==> src/umo_pkg.sv <==
// Package for the unsmoothed momentum oscillator: widths, constants, FSM state,
// divider request/response types and the window length clamp.
// No dependencies.
package umo_pkg;

  localparam int MAX_WINDOW = 64;
  localparam int PRICE_BITS = 32;
  localparam int PTR_W      = $clog2(MAX_WINDOW);
  localparam int LEN_W      = $clog2(MAX_WINDOW + 1);
  localparam int CFG_W      = 7;
  localparam int CHG_W      = PRICE_BITS + 1;
  localparam int TOTAL_BITS = PRICE_BITS + 12;
  localparam int SUM_W      = TOTAL_BITS + 1;
  localparam int REM_W      = TOTAL_BITS + 2;
  localparam int OSC_W      = 16;
  localparam int IDX_W      = 32;
  localparam int DIV_STEPS  = 2 * OSC_W;
  localparam int STEP_W     = $clog2(DIV_STEPS);

  localparam logic [CFG_W-1:0]      LEN_RESET = CFG_W'(14);
  localparam logic [OSC_W-1:0]      SCALE     = OSC_W'(25600);
  localparam logic [TOTAL_BITS-1:0] TOTAL_MAX = {TOTAL_BITS{1'b1}};
  localparam logic [IDX_W-1:0]      IDX_MAX   = {IDX_W{1'b1}};

  typedef enum logic [2:0] {
    ST_IDLE,
    ST_DROP,
    ST_ADD,
    ST_SUM,
    ST_DIV,
    ST_EMIT
  } state_t;

  typedef struct packed {
    logic                  start;
    logic [TOTAL_BITS-1:0] num;
    logic [SUM_W-1:0]      den;
  } div_req_t;

  typedef struct packed {
    logic             done;
    logic [OSC_W-1:0] quot;
  } div_rsp_t;

  // 0 acts as 1, anything above the ring depth acts as the ring depth
  function automatic logic [LEN_W-1:0] eff_len(input logic [CFG_W-1:0] w);
    if (w == '0) begin
      return LEN_W'(1);
    end else if (int'(w) > MAX_WINDOW) begin
      return LEN_W'(MAX_WINDOW);
    end else begin
      return LEN_W'(w);
    end
  endfunction

endpackage

==> src/umo_ifs.sv <==
// Stream and configuration interfaces of the momentum oscillator.
// Depends on umo_pkg.
interface umo_sample_if;
  import umo_pkg::*;
  logic                         valid;
  logic                         ready;
  logic signed [PRICE_BITS-1:0] price;
  logic                         first_sample;
  logic                         last_sample;
  modport source (output valid, price, first_sample, last_sample, input ready);
  modport sink   (input valid, price, first_sample, last_sample, output ready);
endinterface

interface umo_result_if;
  import umo_pkg::*;
  logic                    valid;
  logic                    ready;
  logic signed [OSC_W-1:0] oscillator;
  logic [IDX_W-1:0]        sample_index;
  logic                    last_result;
  modport source (output valid, oscillator, sample_index, last_result, input ready);
  modport sink   (input valid, oscillator, sample_index, last_result, output ready);
endinterface

interface umo_cfg_if;
  import umo_pkg::*;
  logic             valid;
  logic             ready;
  logic [CFG_W-1:0] window_length;
  modport source (output valid, window_length, input ready);
  modport sink   (input valid, window_length, output ready);
endinterface

==> src/umo_div.sv <==
// Iterative scaled-ratio unit: floor(num * SCALE / den) for num <= den, den > 0.
// Two half-steps per quotient bit, one compare-subtract each. Depends on umo_pkg.
module umo_div (
  input  logic              clk,
  input  logic              rst,
  input  umo_pkg::div_req_t req,
  output umo_pkg::div_rsp_t rsp
);
  import umo_pkg::*;

  logic                  busy;
  logic [STEP_W-1:0]     step;
  logic [REM_W-1:0]      rem;
  logic [OSC_W-1:0]      quot;
  logic [TOTAL_BITS-1:0] num;
  logic [SUM_W-1:0]      den;
  logic                  done;

  logic [REM_W-1:0] rem_try;
  logic             take;
  logic [3:0]       bit_sel;
  logic             add_phase;

  assign add_phase = step[0];
  assign bit_sel   = ~step[STEP_W-1:1];

  always_comb begin
    if (!add_phase) begin
      rem_try = {rem[REM_W-2:0], 1'b0};
    end else if (SCALE[bit_sel]) begin
      rem_try = rem + REM_W'(num);
    end else begin
      rem_try = rem;
    end
    take = (rem_try >= REM_W'(den));
  end

  always_ff @(posedge clk) begin
    if (rst) begin
      busy <= 1'b0;
      step <= '0;
      done <= 1'b0;
    end else begin
      done <= busy && (step == STEP_W'(DIV_STEPS - 1));
      if (req.start) begin
        busy <= 1'b1;
        step <= '0;
      end else if (busy) begin
        step <= step + 1'b1;
        if (step == STEP_W'(DIV_STEPS - 1)) begin
          busy <= 1'b0;
        end
      end
    end
  end

  always_ff @(posedge clk) begin
    if (req.start) begin
      rem  <= '0;
      quot <= '0;
      num  <= req.num;
      den  <= req.den;
    end else if (busy) begin
      rem <= take ? rem_try - REM_W'(den) : rem_try;
      if (!add_phase) begin
        quot <= {quot[OSC_W-2:0], 1'b0} + OSC_W'(take);
      end else begin
        quot <= quot + OSC_W'(take);
      end
    end
  end

  assign rsp.done = done;
  assign rsp.quot = quot;

endmodule

==> src/unsmoothed_momentum_oscillator_unit.sv <==
// Top level of the unsmoothed momentum oscillator.
// Depends on umo_pkg, umo_ifs (stream and config interfaces) and umo_div.
//
// Usage:
//   samples  - input stream, one beat per price sample (price, first_sample,
//              last_sample). A beat moves when valid and ready are both high.
//   results  - output stream, at most one beat per sample: oscillator
//              (256 * CMO, -25600..25600, truncated toward zero), sample_index
//              and last_result.
//   cfg      - write channel for window_length; always ready. Write it only
//              while no sample is in flight.
// Flow: samples are processed one at a time. A warm-up sample frees the
//   input after the drop and add steps, back in idle; a sample that yields a
//   result goes on through sum, the half-steps of the iterative ratio unit
//   and emit. A flat window skips the divider and goes from sum to emit.
// The change ring is one memory with a registered read: read at acceptance,
//   written back in the drop cycle, so the same entry never overlaps.
// Reset: synchronous, clears the series state and sets window_length to 14;
//   the ring itself is not cleared and needs no clearing pass.
// Stall: the result sits in an output register; the next sample is accepted
//   and processed while it waits, and only the emit step holds until the
//   register frees up.
module unsmoothed_momentum_oscillator_unit (
  input logic          clk,
  input logic          rst,
  umo_sample_if.sink   samples,
  umo_result_if.source results,
  umo_cfg_if.sink      cfg
);
  import umo_pkg::*;

  function automatic logic [TOTAL_BITS-1:0] sat_sub(input logic [TOTAL_BITS-1:0] a,
                                                    input logic [CHG_W-1:0] b);
    if (TOTAL_BITS'(b) > a) begin
      return '0;
    end
    return a - TOTAL_BITS'(b);
  endfunction

  function automatic logic [TOTAL_BITS-1:0] sat_add(input logic [TOTAL_BITS-1:0] a,
                                                    input logic [CHG_W-1:0] b);
    logic [SUM_W-1:0] s;
    s = {1'b0, a} + SUM_W'(b);
    if (s > SUM_W'(TOTAL_MAX)) begin
      return TOTAL_MAX;
    end
    return s[TOTAL_BITS-1:0];
  endfunction

  // configuration
  logic [CFG_W-1:0] window_length;
  logic [LEN_W-1:0] len;

  assign cfg.ready = 1'b1;
  assign len       = eff_len(window_length);

  always_ff @(posedge clk) begin
    if (rst) begin
      window_length <= LEN_RESET;
    end else if (cfg.valid) begin
      window_length <= cfg.window_length;
    end
  end

  // control
  state_t state, state_next;
  logic   accept;
  logic   out_load;

  // series state
  logic signed [PRICE_BITS-1:0] prev_price;
  logic [PTR_W-1:0]             ring_pointer;
  logic [TOTAL_BITS-1:0]        up_total;
  logic [TOTAL_BITS-1:0]        down_total;
  logic [IDX_W-1:0]             samples_seen;
  logic [LEN_W-1:0]             flat_run;

  // per-sample working registers
  logic signed [PRICE_BITS-1:0] price_q;
  logic                         last_q;
  logic [IDX_W-1:0]             idx_q;
  logic [CHG_W-1:0]             change;
  logic                         have_d;
  logic                         drop_q;
  logic                         emit_q;
  logic                         neg_q;
  logic [OSC_W-1:0]             osc_q;

  // output register
  logic             out_valid;
  logic [OSC_W-1:0] out_osc;
  logic [IDX_W-1:0] out_idx;
  logic             out_last;

  // change ring
  logic [CHG_W-1:0] ring [MAX_WINDOW];
  logic [CHG_W-1:0] ring_q;
  logic             ring_we;

  // divider
  div_req_t div_req;
  div_rsp_t div_rsp;

  // accept-cycle pointer: restart, then wrap if the window shrank
  logic [PTR_W-1:0] ptr_start;
  logic [PTR_W-1:0] ptr_eff;

  // drop-cycle terms
  logic             have_d_c;
  logic             drop_c;
  logic             emit_c;
  logic [CHG_W-1:0] d_c;
  logic [CHG_W-1:0] old_mag;
  logic [PTR_W:0]   ptr_inc;

  // add-cycle terms
  logic [CHG_W-1:0] d_mag;
  logic [LEN_W-1:0] flat_next;
  logic             flat_clear;

  // sum-cycle terms
  logic [SUM_W-1:0]      sum_c;
  logic                  up_ge;
  logic [TOTAL_BITS-1:0] diff_c;

  assign accept        = samples.valid && samples.ready;
  assign samples.ready = (state == ST_IDLE);

  assign ptr_start = samples.first_sample ? '0 : ring_pointer;
  assign ptr_eff   = (LEN_W'(ptr_start) >= len) ? '0 : ptr_start;

  assign have_d_c = (samples_seen != '0);
  assign drop_c   = (samples_seen > IDX_W'(len));
  assign emit_c   = (samples_seen >= IDX_W'(len));
  assign d_c      = {price_q[PRICE_BITS-1], price_q} - {prev_price[PRICE_BITS-1], prev_price};
  assign old_mag  = ring_q[CHG_W-1] ? (CHG_W'(0) - ring_q) : ring_q;
  assign ptr_inc  = {1'b0, ring_pointer} + 1'b1;
  assign ring_we  = (state == ST_DROP) && have_d_c;

  assign d_mag      = change[CHG_W-1] ? (CHG_W'(0) - change) : change;
  assign flat_next  = (change != '0) ? '0 : ((flat_run < len) ? flat_run + 1'b1 : flat_run);
  assign flat_clear = drop_q && (flat_next >= len);

  assign sum_c  = {1'b0, up_total} + {1'b0, down_total};
  assign up_ge  = (up_total >= down_total);
  assign diff_c = up_ge ? up_total - down_total : down_total - up_total;

  assign div_req.start = (state == ST_SUM) && (sum_c != '0);
  assign div_req.num   = diff_c;
  assign div_req.den   = sum_c;

  always_ff @(posedge clk) begin
    if (ring_we) begin
      ring[ring_pointer] <= d_c;
    end
    if (accept) begin
      ring_q <= ring[ptr_eff];
    end
  end

  umo_div u_div (
    .clk (clk),
    .rst (rst),
    .req (div_req),
    .rsp (div_rsp)
  );

  always_ff @(posedge clk) begin
    if (rst) begin
      state <= ST_IDLE;
    end else begin
      state <= state_next;
    end
  end

  always_comb begin
    state_next = state;
    out_load   = 1'b0;
    case (state)
      ST_IDLE: begin
        if (accept) begin
          state_next = ST_DROP;
        end
      end
      ST_DROP: state_next = ST_ADD;
      ST_ADD:  state_next = emit_q ? ST_SUM : ST_IDLE;
      ST_SUM:  state_next = (sum_c != '0) ? ST_DIV : ST_EMIT;
      ST_DIV: begin
        if (div_rsp.done) begin
          state_next = ST_EMIT;
        end
      end
      ST_EMIT: begin
        if (!out_valid || results.ready) begin
          out_load   = 1'b1;
          state_next = ST_IDLE;
        end
      end
      default: state_next = ST_IDLE;
    endcase
  end

  // series state: clear on first_sample at acceptance, then drop/add steps
  always_ff @(posedge clk) begin
    if (rst) begin
      prev_price   <= '0;
      ring_pointer <= '0;
      up_total     <= '0;
      down_total   <= '0;
      samples_seen <= '0;
      flat_run     <= '0;
    end else begin
      case (state)
        ST_IDLE: begin
          if (accept) begin
            ring_pointer <= ptr_eff;
            if (samples.first_sample) begin
              prev_price   <= '0;
              up_total     <= '0;
              down_total   <= '0;
              samples_seen <= '0;
              flat_run     <= '0;
            end
          end
        end
        ST_DROP: begin
          if (samples_seen != IDX_MAX) begin
            samples_seen <= samples_seen + 1'b1;
          end
          if (have_d_c) begin
            ring_pointer <= (ptr_inc >= (PTR_W + 1)'(len)) ? '0 : ptr_inc[PTR_W-1:0];
          end
          // retire the oldest change once the window is full
          if (drop_c && ring_q != '0) begin
            if (ring_q[CHG_W-1]) begin
              down_total <= sat_sub(down_total, old_mag);
            end else begin
              up_total <= sat_sub(up_total, old_mag);
            end
          end
        end
        ST_ADD: begin
          prev_price <= price_q;
          if (have_d) begin
            if (flat_clear) begin
              flat_run   <= len;
              up_total   <= '0;
              down_total <= '0;
            end else begin
              flat_run <= flat_next;
              if (change != '0) begin
                if (change[CHG_W-1]) begin
                  down_total <= sat_add(down_total, d_mag);
                end else begin
                  up_total <= sat_add(up_total, d_mag);
                end
              end
            end
          end
        end
        default: begin
        end
      endcase
    end
  end

  // per-sample payload
  always_ff @(posedge clk) begin
    if (accept) begin
      price_q <= samples.price;
      last_q  <= samples.last_sample;
    end
    if (state == ST_DROP) begin
      idx_q  <= samples_seen;
      change <= d_c;
      have_d <= have_d_c;
      drop_q <= drop_c;
      emit_q <= emit_c;
    end
    if (state == ST_SUM) begin
      neg_q <= !up_ge;
      osc_q <= '0;
    end
    if (state == ST_DIV && div_rsp.done) begin
      osc_q <= neg_q ? (OSC_W'(0) - div_rsp.quot) : div_rsp.quot;
    end
  end

  // output register
  always_ff @(posedge clk) begin
    if (rst) begin
      out_valid <= 1'b0;
    end else if (out_load) begin
      out_valid <= 1'b1;
    end else if (results.ready) begin
      out_valid <= 1'b0;
    end
  end

  always_ff @(posedge clk) begin
    if (out_load) begin
      out_osc  <= osc_q;
      out_idx  <= idx_q;
      out_last <= last_q;
    end
  end

  assign results.valid        = out_valid;
  assign results.oscillator   = out_osc;
  assign results.sample_index = out_idx;
  assign results.last_result  = out_last;

  // checks
  a_div_done_in_div: assert property (@(posedge clk) disable iff (rst)
    div_rsp.done |-> state == ST_DIV)
    else $error("ratio unit finished outside the divide step");

  a_accept_to_drop: assert property (@(posedge clk) disable iff (rst)
    accept |=> state == ST_DROP)
    else $error("accepted sample did not move to the drop step");

  a_emit_loads: assert property (@(posedge clk) disable iff (rst)
    (state == ST_EMIT && (!out_valid || results.ready)) |=> out_valid)
    else $error("emit step did not load the output register");

  a_osc_range: assert property (@(posedge clk) disable iff (rst)
    out_valid |-> ($signed(out_osc) <= $signed(OSC_W'(25600)) &&
                   $signed(out_osc) >= -$signed(OSC_W'(25600))))
    else $error("oscillator out of range");

endmodule

==> src/flat_wrapper.sv <==
// flat-port wrapper written by rule: the top's interface ports become plain ports
module unsmoothed_momentum_oscillator_unit_flat import umo_pkg::*;
  (clk, rst, samples_valid, samples_price, samples_first_sample, samples_last_sample, samples_ready, results_valid, results_oscillator, results_sample_index, results_last_result, results_ready, cfg_valid, cfg_window_length, cfg_ready);
  umo_sample_if samples_i ();
  umo_result_if results_i ();
  umo_cfg_if cfg_i ();
  input logic clk;
  input logic rst;
  input wire logic [$bits(samples_i.valid)-1:0] samples_valid;
  input wire logic [$bits(samples_i.price)-1:0] samples_price;
  input wire logic [$bits(samples_i.first_sample)-1:0] samples_first_sample;
  input wire logic [$bits(samples_i.last_sample)-1:0] samples_last_sample;
  output wire logic [$bits(samples_i.ready)-1:0] samples_ready;
  output wire logic [$bits(results_i.valid)-1:0] results_valid;
  output wire logic [$bits(results_i.oscillator)-1:0] results_oscillator;
  output wire logic [$bits(results_i.sample_index)-1:0] results_sample_index;
  output wire logic [$bits(results_i.last_result)-1:0] results_last_result;
  input wire logic [$bits(results_i.ready)-1:0] results_ready;
  input wire logic [$bits(cfg_i.valid)-1:0] cfg_valid;
  input wire logic [$bits(cfg_i.window_length)-1:0] cfg_window_length;
  output wire logic [$bits(cfg_i.ready)-1:0] cfg_ready;
  assign samples_i.valid = samples_valid;
  assign samples_i.price = samples_price;
  assign samples_i.first_sample = samples_first_sample;
  assign samples_i.last_sample = samples_last_sample;
  assign samples_ready = samples_i.ready;
  assign results_valid = results_i.valid;
  assign results_oscillator = results_i.oscillator;
  assign results_sample_index = results_i.sample_index;
  assign results_last_result = results_i.last_result;
  assign results_i.ready = results_ready;
  assign cfg_i.valid = cfg_valid;
  assign cfg_i.window_length = cfg_window_length;
  assign cfg_ready = cfg_i.ready;
  unsmoothed_momentum_oscillator_unit u_core (.clk(clk), .rst(rst), .samples(samples_i), .results(results_i), .cfg(cfg_i));
endmodule
==> config.mk <==
export PLATFORM = sky130hd
export DESIGN_NAME = unsmoothed_momentum_oscillator_unit_flat
export DESIGN_NICKNAME = d
export VERILOG_FILES = /design/src/umo_pkg.sv /design/src/umo_ifs.sv /design/src/umo_div.sv /design/src/unsmoothed_momentum_oscillator_unit.sv /design/src/flat_wrapper.sv
export SDC_FILE = /design/constraint.sdc
export NUM_CORES = 2
export LEC_CHECK = 0
export BUFFER_PORTS_ARGS = -buffer_cell sky130_fd_sc_hd__buf_2
export CORE_MARGIN = 2
export CORE_UTILIZATION = 55
export DETAILED_ROUTE_END_ITERATION = 12
export HOLD_SLACK_MARGIN = 0.15
export PLACE_DENSITY = 0.73
export SLEW_MARGIN = 25
export SYNTH_ARGS = -nofsm -noshare
export SYNTH_HDL_FRONTEND = slang
export SYNTH_SLANG_ARGS = --single-unit
==> constraint.sdc <==
create_clock -name clk -period 6.9 [get_ports clk]
set_input_delay 1.38 -clock clk [delete_from_list [all_inputs] [get_ports clk]]
set_output_delay 1.38 -clock clk [all_outputs]
set_load 0.02 [all_outputs]
# Yosys cells after proc, flatten, opt, wreduce, memory -nomap -nowiden
# Memory sizes are Yosys's and may differ from the RTL's. A register that Yosys moved wholly into a read port is not among the register bits.
# Index checks and enable logic that the tools add are counted.
word_totals:
  regBits: 501
  ram_bits: 2112
  romBits: 16
  in_bits: 46
  out_inout_bits: 52
  elab_cells: 207
  memories: 2
mem_list:
  columns: ["name", "words", "word_bits", "read_ports", "rd_ports_with_merged_regs", "write_ports", "line", "source"]
  rows:
  - ["u_core.ring", 64, 33, 1, 1, 1, "unsmoothed_momentum_oscillator_unit.sv:96", "logic [CHG_W-1:0] ring [MAX_WINDOW];"]
  - ["(name not given)", 16, 1, 1, 0, 0, "umo_div.sv:30", "end else if (SCALE[bit_sel]) begin"]
classes:
  n_addsub: 19
  order_cmp: 14
  n_eq_ne: 20
  n_mux: 94
  bitwise: 1
  reduce_logical: 29
op_table:
  columns: ["operator", "count"]
  rows:
  - ["$mux 44", 23]
  - ["$pmux 44 s3", 2]
  - ["$mux 46", 3]
  - ["$pmux 32 s2", 2]
  - ["$mux 32", 3]
  - ["$add 44x33->45", 2]
  - ["$gt 45x44->1 const B", 2]
  - ["$gt 33x44->1", 2]
  - ["$sub 44x33->44", 2]
  - ["$sub 44x44->44", 2]
  - ["$mux 33", 2]
  - ["$reduce_bool 33->1", 2]
  - ["$sub 1x33->33 const A", 2]
  - ["$mux 16", 4]
  - ["$mux 7", 8]
  - ["$add 46x44->46", 1]
  - ["$ge 46x45->1", 1]
  - ["$sub 46x45->46", 1]
  - ["$add 44x44->45", 1]
  - ["$reduce_bool 45->1", 1]
  - ["$ge 44x44->1", 1]
  - ["$mux 1", 35]
  - ["$sub 32x32->33", 1]
  - ["$add 16x1->16", 2]
  - ["40 further kinds", 72]

# Longest topological paths before layout
depth:
  word_depth: 18
  mapped_depth: 35
  ltp_nobuf: 34

# Modules after synthesis
# Synthesis repeated with hierarchy kept, for this count alone.
unflattened:
  cells_unflattened: 11261
  hier_area_um2: 128404.4
by_module_without_submodules:
  columns: ["mod", "n_inst", "cells_each", "area_per_inst_um2", "seq_area_each_um2"]
  rows:
  - ["unsmoothed_momentum_oscillator_unit", 1, 9741, 115768.5, 72950.0]
  - ["umo_div", 1, 1520, 12635.9, 4053.9]

# Least setup slack after synthesis
# No wires, ideal clock.
synth_timing:
  path_type: "reg-to-reg"
  start: "register u_core.u_div.num[0]"
  end: "register u_core.u_div.quot[12]"
  setup_time_ps: 178
  arrival_time_ps: 6601
  required_ps: 6722
  slack_ps: 121
  stages_incl_launch_ff: 34
  path_buffers: 1
  period_less_slack_ps: 6779
  path_cell_list: "edfxtp_1 -> ha_1 -> fa_1 -> a211oi_1 -> nor2_1 -> o41ai_1 -> o211ai_1 -> a31oi_1 -> o21ai_0 -> a2111oi_0 -> or2_2 -> xor2_1 -> o21ai_0 -> mux2_2 -> ha_1 -> a21o_1 -> a21o_1 -> a21oi_1 -> nand2_1 -> o221ai_1 -> nor2b_1 -> nand2_1 -> clkbuf_1 -> ha_1 -> ha_1 -> nand2_1 -> nor2_1 -> nand2_1 -> inv_1 -> nand2_1 -> o21ai_0 -> a22o_1 -> a22oi_1 -> nor2_1"
synth_via:
  elab_chain_len: 6
  word_cells_on_any_way: 7
  classes_between: "add/sub: 3; order compare: 1; mux: 3"
synth_rtl:
  columns: ["item", "line", "source"]
  rows:
  - ["start: declaration", "umo_div.sv:15", "logic [TOTAL_BITS-1:0] num;"]
  - ["start signal: assignment", "umo_div.sv:61", "num <= req.num;"]
  - ["$add 46x44->46 *", "umo_div.sv:31", "rem_try = rem + REM_W'(num);"]
  - ["$mux 46 *", "umo_div.sv:30", null]
  - ["$mux 46 *", "umo_div.sv:28", "if (!add_phase) begin"]
  - ["$ge 46x45->1 *", "umo_div.sv:35", "take = (rem_try >= REM_W'(den));"]
  - ["$add 16x1->16 (on tied branches)", "umo_div.sv:66, umo_div.sv:68", null]
  - ["$mux 16 *", "umo_div.sv:65", "if (!add_phase) begin"]
  - ["end signal: assignment", "umo_div.sv:66", "quot <= {quot[OSC_W-2:0], 1'b0} + OSC_W'(take);"]
  - ["end signal: assignment", "umo_div.sv:68", "quot <= quot + OSC_W'(take);"]
  - ["end: declaration", "umo_div.sv:14", "logic [OSC_W-1:0] quot;"]
# Every way passes the cells marked *; elsewhere a longest branch is shown, timed or not.
# A chain may end at the register's enable or synchronous reset.

# Worst setup path after layout
layout_timing:
  start: "register u_core.u_div.num[0]"
  end: "register u_core.u_div.quot[15]"
# Same word-level chain as after synthesis.

==> results.yml <==
routing:
  drtIter0Drc: 11800
  drc: 0
  routed_wirelength_um: 391000
  num_vias: 89500
  drtPass1Iterations: 6
  post_drt_via_cell_ratio: 6.59
  ant_nets: 0
  wire_per_inst_um: 28.8
timing:
  setup_viol: 0
  tns_ns: 0
  fin_crit_ns: 6.62
  tightest_slew_ns: 1.13
  rsz0062_at_grt: "true"
  skew_ns: 0.108
  final_max_slew_viol_count: 0
  fin_crit_sh_pct: 95.9
  fin_ws_ns: 0.284
  slew_headroom_pct: 23.8
  fmax_mhz: 151
  final_hold_viol_count: 0
worst_setup_path:
  cpPeakStageDelay_ns: 0.39
  startpoint_type: "flop"
  rr_worst_depth: 35
  critPathTopFamily: "compound AO/OA/AOI/OAI gates"
  cp.depth: 35
  r2r_slack_ns: 0.28
  path_common_cell: "buf_4"
  end_kind: "flop"
  critPathArrivalTime_ns: 7.38
  crit_fanout: 4
  required_ns: 7.67
  cp_num_buf_inv: 4
  crit_path_top_delay_cell: "edfxtp_1"
  path_class: "reg -> reg"
cts:
  clk_path_buf_depth: 4
  path_clk_slew_ns: 0.06
  clk_latency_ns: 0.96
  root_buffer: "clkbuf_16"
  cts_tree: "done"
  cts.sink_count: 2645
  cts-hold-fix-buffers: 0
  cts_buffers: 290
  htreeDepth: 5
place:
  pre_cts_slack_ns: -0.545
  portBuffers: 96
  placed_cells: 13100
  dpl.hpwl_um: 254000
  gp_congestion: 0.968
synth:
  ys_warn_count: 0
  synth_edf_count: 2400
  synth_ff_type: "edfxtp_1"
  synthesis.area_um2: 123000
  synth_nets: 10500
  synth-seq-cells: 2645
  syn_avg_cell_area_um2: 12.2
  netlist_instances: 10000
  async_reset_ff_share_pct: 0
  yosys.cell_types.count: 94
  synthDominantCellAreaShare_pct: 58.8
  ys_seq_area_share_pct: 62.8
  synth_area_leaders: "edfxtp_1, ha_1, dfxtp_1"
  yosys.area.top_type: "edfxtp_1"
job:
  cap_violations: 0
global_routing:
  grt_pass1_wl_um: 566000
  grt_max_degree: 105
  gr-total-overflow: 0
  antenna_found_initial: 14
  grt_pass1_vias: 86400
  grt_usage_pct: 33.4
floorplanning:
  dieHeight_um: 476
  die_w_um: 476
  initial_core_util_pct: 55.3
  dieArea_um2: 227000
  num_io_pins: 98
  core_um2: 222000
  num_rows: 173
run_status:
  status: "finished, final reports clean"
final_layout:
  num-fill-cells: 16600
  drive_above_1_share_pct: 13.7
  num-nets-final: 10900
  final_cells: 13600
  area_growth_pct: 13.3
power_and_ir_drop:
  p_leak_nw: 48.4
  max-vdd-ir-drop_v: 0.000517
  p_per_area_nw_per_um2: 397
worst_hold_path:
  hold_depth: 0
  min_path_type: "reg -> reg"
timing repair:
action,in CTS,in global routing
setup buffers,1,1
endpoints found under the setup margin,41,78
resized for setup,18,16
pin swaps,7,7
stage by stage:
stage | hold slack, ns | util, % | power (W) | cell area (um2)
floorplan | 0.400 | - | 0.0333 | 123000
global placement | 0.400 | 58.4 | 0.0398 | 130000
detailed placement | 0.405 | 58.5 | 0.0401 | 130000
finish | 0.391 | 62.6 | 0.0551 | 139000
global route | 0.399 | 62.6 | 0.0571 | 139000
CTS | 0.387 | 62.5 | 0.0548 | 139000
layout make-up:
| type | instances | area (um2) | share of cell area [%] |
|---|---|---|---|
| flip-flops and latches | 2645 | 77000 | 55.5 |
| multi-input cells | 6572 | 43700 | 31.4 |
| clock buffers | 370 | 7850 | 5.66 |
| repair buffers | 570 | 4390 | 3.17 |
| well taps | 2975 | 3720 | 2.68 |
| inverters | 309 | 1160 | 0.836 |
| clock inverters | 120 | 1030 | 0.744 |
| diodes | 8 | 20.0 | 0.0144 |
power breakdown:
| part | internal, W | switching (W) |
|---|---|---|
| sequential | 0.0209 | 0.000689 |
| combinational | 0.00600 | 0.0127 |
| clock | 0.00864 | 0.00618 |
kinds of logic after synthesis:
logic type,after synthesis,synth area share [%]
compound gates,2852,14.4
fa+ha+maj,454,4.70
xor+xnor,412,2.94
buf+inv,826,2.56
other cells,1,0.00306
flops,2645,62.8
simple gates,2521,9.62
mux,332,2.98
path summary, 6_finish.rpt:
kind / from / end
setup reg to reg: u_core.u_div.num[0]$_DFFE_PP_ / u_core.u_div.quot[15]$_SDFFE_PP0P_
hold reg to reg: u_core.osc_q[7]$_SDFFCE_PN0P_ / u_core.results.oscillator[7]$_DFFE_PP_
hold / removal: u_core.osc_q[7]$_SDFFCE_PN0P_ / u_core.results.oscillator[7]$_DFFE_PP_
setup / recovery: u_core.u_div.num[0]$_DFFE_PP_ / u_core.u_div.quot[15]$_SDFFE_PP0P_
Yosys cell counts, types with 55 or more instances:
library cell and instances:
a211oi_1 102, a21o_1 181, a21oi_1 571, a22oi_1 55
a31oi_1 71, clkbuf_1 465, dfxtp_1 245, edfxtp_1 2400
ha_1 444, inv_1 296, mux2_2 264, mux2i_1 68
nand2_1 388, nand2b_1 75, nand3_1 138, nand4_1 87
nor2_1 1000, nor2b_1 69, nor3_1 428, nor4_1 110
o21a_1 60, o21ai_0 796, o21bai_1 66, o22ai_1 537
or3_1 58, xnor2_1 268, xor2_1 144
sequential cells by signal, summed over array words and instances, names as in the netlist, 16 cells and up:
signal	flops
u_core.results.sample_index	32
u_core.prev_price	32
u_core.ring_q	33
u_core.osc_q	16
u_core.ring	2112
u_core.idx_q	32
u_core.results.oscillator	16
u_core.change	33
u_core.price_q	32
u_core.up_total	44
u_core.u_div.num	44
u_core.u_div.quot	16
u_core.down_total	44
u_core.u_div.den	44
u_core.samples_seen	32
u_core.u_div.rem	46
cells in the final DEF, fill, tap and decap left out, drive strengths merged, types with 268 or more instances in the layout:
cell and n:
edfxtp 2400, o22ai 537, clkbuf 370, nor2 1000
nor3 431, a21oi 572, inv 300, nand2 388
xnor2 268, o21ai 807, ha 444, buf 570
metal layers:
layer | vias to the layer above | share of wire (%) | track usage, %
met4 | 4 | 6.6 | 19.0
met2 | 5547 | 46 | 53.7
li1 | 39100 | - | -
met5 | - | 0.0066 | 0
met3 | 1079 | 10 | 5.80
met1 | 43800 | 37 | 42.9
No activity file was read; power rests on OpenSTA's default activity.
